### config.mk
export PLATFORM = sky130hd
export DESIGN_NAME = bbx_div_cell
export DESIGN_NICKNAME = d
export VERILOG_FILES = /design/src/rtl/bbx_pkg.sv /design/src/rtl/bbx_div_cell.sv
export SDC_FILE = /design/constraint.sdc
export NUM_CORES = 1
export LEC_CHECK = 0
export BUFFER_PORTS_ARGS = -buffer_cell sky130_fd_sc_hd__buf_2
export CAP_MARGIN = 20
export CORE_MARGIN = 2
export CORE_UTILIZATION = 47
export DETAILED_ROUTE_END_ITERATION = 10
export PLACE_DENSITY = 0.88
export SYNTH_ARGS = -nofsm -noshare
export SYNTH_HDL_FRONTEND = slang
export SYNTH_SLANG_ARGS = --single-unit
### constraint.sdc
create_clock -name clock -period 2.2 [get_ports clock]
set_clock_uncertainty 0.2 [all_clocks]
set_input_delay 0.44 -clock clock [delete_from_list [all_inputs] [get_ports clock]]
set_output_delay 0.44 -clock clock [all_outputs]
set_load 0.02 [all_outputs]
### src/rtl/bbx_pkg.sv
`default_nettype none
// ----------------------------------------------------------------------------
// bbx_pkg
// Shared constants, register indexes and types of the edge-normalized box blur.
// ----------------------------------------------------------------------------
package bbx_pkg;

   localparam int MAX_MASK  = 7;
   localparam int MAX_WIDTH = 1024;
   localparam int HALF_CAP  = MAX_MASK / 2;
   localparam int RING_ROWS = 2 * HALF_CAP + 2;

   localparam int PIX_W   = 24;
   localparam int CH_W    = 8;
   localparam int NUM_CH  = 3;
   localparam int WID_W   = 11;                       // image_width field
   localparam int ROW_W   = 16;                       // image_height field
   localparam int MSK_W   = 3;                        // mask_size field
   localparam int COL_W   = $clog2(MAX_WIDTH);
   localparam int RING_W  = $clog2(RING_ROWS);
   localparam int ADDR_W  = $clog2(RING_ROWS * MAX_WIDTH);
   localparam int HALF_W  = $clog2(HALF_CAP + 1) > 0 ? $clog2(HALF_CAP + 1) : 1;
   localparam int SIDE    = 2 * HALF_CAP + 1;
   localparam int CNT_W   = $clog2(SIDE * SIDE + 1);
   localparam int SUM_W   = $clog2(SIDE * SIDE * 255 + 1);
   localparam int DIV_STEPS = CH_W;

   localparam int CSR_IDX_W = 2;
   localparam int CSR_DAT_W = 16;

   localparam logic [CSR_IDX_W-1:0] REG_IMAGE_WIDTH  = 2'd0;
   localparam logic [CSR_IDX_W-1:0] REG_IMAGE_HEIGHT = 2'd1;
   localparam logic [CSR_IDX_W-1:0] REG_MASK_SIZE    = 2'd2;

   localparam logic [WID_W-1:0] RST_WIDTH  = WID_W'(640);
   localparam logic [ROW_W-1:0] RST_HEIGHT = ROW_W'(480);
   localparam logic [MSK_W-1:0] RST_MASK   = MSK_W'(3);

   // one slot of the divider chain: three channels share the count
   typedef struct packed {
      logic                          vld;
      logic                          last;
      logic [CNT_W-1:0]              dvs;
      logic [NUM_CH-1:0][CNT_W-1:0]  rem;
      logic [NUM_CH-1:0][CH_W-1:0]   quo;
   } div_stage_type;

endpackage
`default_nettype wire

### src/rtl/bbx_div_cell.sv
`default_nettype none
// ----------------------------------------------------------------------------
// bbx_div_cell
// One restoring-division step for three channels; hands its slot on each cycle.
// ----------------------------------------------------------------------------
module bbx_div_cell (
   input  wire                    clock,
   input  wire                    reset,
   input  bbx_pkg::div_stage_type stage_in,
   output bbx_pkg::div_stage_type stage_out
);
   import bbx_pkg::*;

   div_stage_type stage_in_w;
   div_stage_type stage_ff;

   always_comb begin
      logic [CNT_W:0] sh;
      logic [CNT_W:0] dv;
      stage_in_w = stage_in;
      dv = {1'b0, stage_in.dvs};
      for (int c = 0; c < NUM_CH; c++) begin
         sh = {stage_in.rem[c], stage_in.quo[c][CH_W-1]};
         if (sh >= dv) begin
            stage_in_w.rem[c] = CNT_W'(sh - dv);
            stage_in_w.quo[c] = {stage_in.quo[c][CH_W-2:0], 1'b1};
         end else begin
            stage_in_w.rem[c] = sh[CNT_W-1:0];
            stage_in_w.quo[c] = {stage_in.quo[c][CH_W-2:0], 1'b0};
         end
      end
   end

   always_ff @(posedge clock) begin
      if (reset) begin
         stage_ff <= '0;
      end else begin
         stage_ff <= stage_in_w;
      end
   end

   assign stage_out = stage_ff;

endmodule
`default_nettype wire
== After elaboration in Yosys (flattened, before gate mapping) ==
Index checks and enable logic that the tools add are counted.
Storage, ports and cells
  register bits: 50
  input bits: 52
  output and inout bits: 50
  logic and storage cells: 21
Cells by class
  add/subtract/negate cells: 3
  magnitude comparators: 3
  mux-type cells: 6
Operators by type and width (count)
  greater-or-equal comparator 7 x 6 -> 1 bit: 3
  2-to-1 mux 6 bit: 3
  subtractor 6 bit: 3
  2-to-1 mux 1 bit: 3

== Depth between registers and ports, before layout ==
  word-level depth: 2
  gate-level depth with buffers: 8
  mapped depth without buffers: 8

== Worst setup path after synthesis ==
No wires, ideal clock.
  kind: input to register
  start point: input port stage_in[43] (netlist name)
  end point: register stage_ff (netlist bit stage_out[29])
  data arrival time: 1.794 ns
  data required time: 1.884 ns
  path slack: 0.090 ns
  stages: 7
  buffers on the path: 0
  cell sequence: inv_1 > ha_1 > nor2b_1 > o31a_1 > o21a_1 > or3_1 > a31o_1
On the way
  longest elaborated chain between the ends: 2
  elaborated cells between the ends (all ways): 3
  those cells by class: 1 x add/sub; 1 x order compare; 1 x mux
Ends and longest elaborated chain
  start: declaration: line bbx_div_cell.sv:9  | input bbx_pkg::div_stage_type stage_in,
  subtractor 6 bit / greater-or-equal comparator 7 x 6 -> 1 bit (equally long branches): line bbx_div_cell.sv:25, bbx_div_cell.sv:24
  2-to-1 mux 6 bit *: line bbx_div_cell.sv:24  | if (sh >= dv) begin
  end signal: assignment: line bbx_div_cell.sv:38  | stage_ff <= stage_in_w;
  end: declaration: line bbx_div_cell.sv:15  | div_stage_type stage_ff;
Every way passes the cells marked *; elsewhere a longest branch is shown, timed or not.
A chain may end at the register's enable or synchronous reset.

== Worst setup path after layout ==
  start point: input port stage_in[43] (netlist name)
  end point: register stage_ff (netlist bit stage_out[41])
Same word-level chain as after synthesis.

==> run_results.csv <==
group,metric,value,unit
status,status,"finished clean",
die,die-area,5470,µm²
die,placementRows,25,
synth,synth.largest_area_cell,"dfxtp_1",
pwr,peakVddDrop,0.000331,V
worst_setup_path,critPathLaunchType,"input pin",
sta,finalMaxSlewViolations,0,
route,vias_per_cell,4.90,
pwr,p_seq_share,46.4,%
die,ios,102,
clock_network,cts.repair.resized,0,
global_routing,grt.overflow.total,0,
global_routing,antenna_found_initial,0,
finish,syn_to_final_growth,36.1,%
clock_network,cts.sinks,50,
synth,synthCells,226,
sta,setup-violations-final,0,
clock_network,post_cts_buffers,0,
route,drtIter0Drc,65,
finish,fin_util,66.3,%
synth,synth_edf_count,0,
pwr,p_int,1.48,mW
synth,ys_seq_area_share,43.5,%
clock_network,cts_tree,"built",
sta,post-route-period-util,92.4,%
synth,synth_top_area_share,43.5,%
placement,dpl.cell_count,414,
pwr,switching_share,31.2,%
sta,rsz0062_at_grt,"false",
synth,syn_area_per_cell,10.2,µm²
global_routing,grtUsageMet2,39.7,%
sta,hold_violations,0,
finish,diodes,0,
route,num_vias,2068,
clock_network,clk_path_buf_depth,2,
sta,maxSlewHeadroom,73.5,%
clock_network,cts_made_buffers,5,
sta,max_slew.worst_pin.slew,0.398,ns
pwr,combPwrFrac,28.5,%
route,drc,0,
clock_network,cts.htree.levels,2,
placement,dpl.hpwl,4.53,mm
worst_setup_path,critPathRequiredTime,2.21,ns
route,first_pass_iters,4,
synth,synth.net_count,302,
placement,globalplace.congestion,0.878,
synth,async_flop_share,0,%
route,postRouteAntennaNets,0,
synth,synth_ff_type,"dfxtp_1",
global_routing,grtUsageMet1,23.0,%
sta,final_period_minus_worst_setup_slack,2.03,ns
route,routedWlPerCell,13.7,µm
worst_setup_path,arrival,2.04,ns
worst_setup_path,crit_fanout,3,
pwr,net-switching-power,0.669,mW
die,fp.dieH,73.9,µm
route,routed_wl,5.79,mm
sta,max_freq,492,MHz
die,coreArea,4720,µm²
global_routing,grt_pass1_vias,2014,
global_routing,grt_pass1_wl,8.91,mm
clock_network,clk_transition_reported_paths,0.09,ns
pwr,pwr-share-clk,25.1,%
die,start_util,48.7,%
finish,layout.cells.non_filler,422,
synth,synth-seq-cells,50,
pwr,p_per_area,685,nW/µm²
global_routing,grt_use_met3,6.37,%
global_routing,grt_max_degree,23,
sta,fin_setup_tns,0,ns
worst_setup_path,critical_path_class,"in -> reg",
synth,synth_warnings,0,
finish,largest_register_ffs,50,
die,die_w,73.9,µm
pwr,power.leakage,1.63,nW
clock_network,hold_buffers,0,
finish,drive_gt1_share,40.6,%
synth,syn_area,2300,µm²
pwr,total_power,2.14,mW
clock_network,root_buffer,"clkbuf_8",
finish,final_cell_mix,"101 x buf_2, 50 x dfxtp_1, 27 x nor2b_1, 25 x buf_4, 23 x nor2_1",
worst_setup_path,end_kind,"flip-flop",
finish,mostFrequentLayoutCell,"buf_2",
worst_hold_path,worstHoldPathType,"in -> reg",
global_routing,grt.busiest_layer,"met2",
job,maxCapViolations,0,
placement,io_buffers,101,
synth,synth_cell_types,40,
synth,synthTopCellsByArea,"dfxtp_1 44%, ha_1 11%, nor2b_1 7.3%",
finish,nets,430,
global_routing,grt_use_total,21.5,%
==> layer usage <==
layer,wire length (µm),part of all wire (%)
met1,2390,41
met2,2870,50
met3,413,7.1
met4,112,1.9
met5,0,0
==> path summary, 6_finish.rpt <==
kind	startpoint	end	slack, ns	cells past startpoint
worst max-delay path	stage_in[43]	stage_out[41]	0.17	8
worst min-delay path	stage_in[48]	stage_out[48]	0.14	2
==> logic make-up after synthesis <==
family	Yosys count	share of synthesized area, %
flops	50	43.5
xor+xnor	7	2.67
fa+ha+maj	24	14.0
mux	7	3.05
compound gates	47	16.0
buf+inv	19	3.86
simple gates	72	16.9
==> power by group through the flow <==
stage	registers, mW	clock network [mW]	logic (mW)
after floorplan	1.12	0	0.273
after global placement	1.02	0	0.585
after CTS	0.995	0.550	0.612
final	0.995	0.538	0.611
after detailed placement	1.02	0	0.605
after global routing	1.00	0.587	0.664
==> critical path: stages <==
cell and delay, ns:
buf_2 0.11, inv_1 0.11, ha_1 0.26, nor2b_1 0.15
o31a_1 0.25, o21a_1 0.19, or3_1 0.32, a31o_1 0.21
==> cell usage after synthesis (all sizes together), types with 2 or more instances <==
| master | n |
|---|---|
| dfxtp | 50 |
| nor2b | 27 |
| nor2 | 24 |
| ha | 21 |
| inv | 14 |
| a21o | 8 |
| a21oi | 8 |
| o21ai | 8 |
| a211oi | 7 |
| mux2i | 7 |
| nand2 | 5 |
| xnor2 | 5 |
| clkbuf | 4 |
| nand3 | 4 |
| o21a | 4 |
| a31oi | 3 |
| and2 | 3 |
| fa | 3 |
| a31o | 2 |
| nand2b | 2 |
| nor3b | 2 |
| o2bb2ai | 2 |
| o31a | 2 |
| or3 | 2 |
| xor2 | 2 |
==> cell type report <==
cell class | count | area [µm²]
fillers | 380 | 1590
multi-input cells | 157 | 1210
flip-flops and latches | 50 | 1000
repair buffers | 126 | 693
well taps | 67 | 83.8
clock buffers | 5 | 68.8
inverters | 14 | 52.6
clock inverters | 3 | 21.3
==> stage by stage <==
stage	cell area (µm²)	hold WS [ns]	setup slack, ns
6_report	3130	0.139	0.166
5_1_grt	3130	0.143	0.106
4_1_cts	3130	0.140	0.187
3_5_place_dp	3040	0.454	-0.141
3_3_place_gp	3040	0.449	-0.0567
2_1_floorplan	2300	0.368	0.0902
Note: power is estimated with default switching activity, not from simulation.
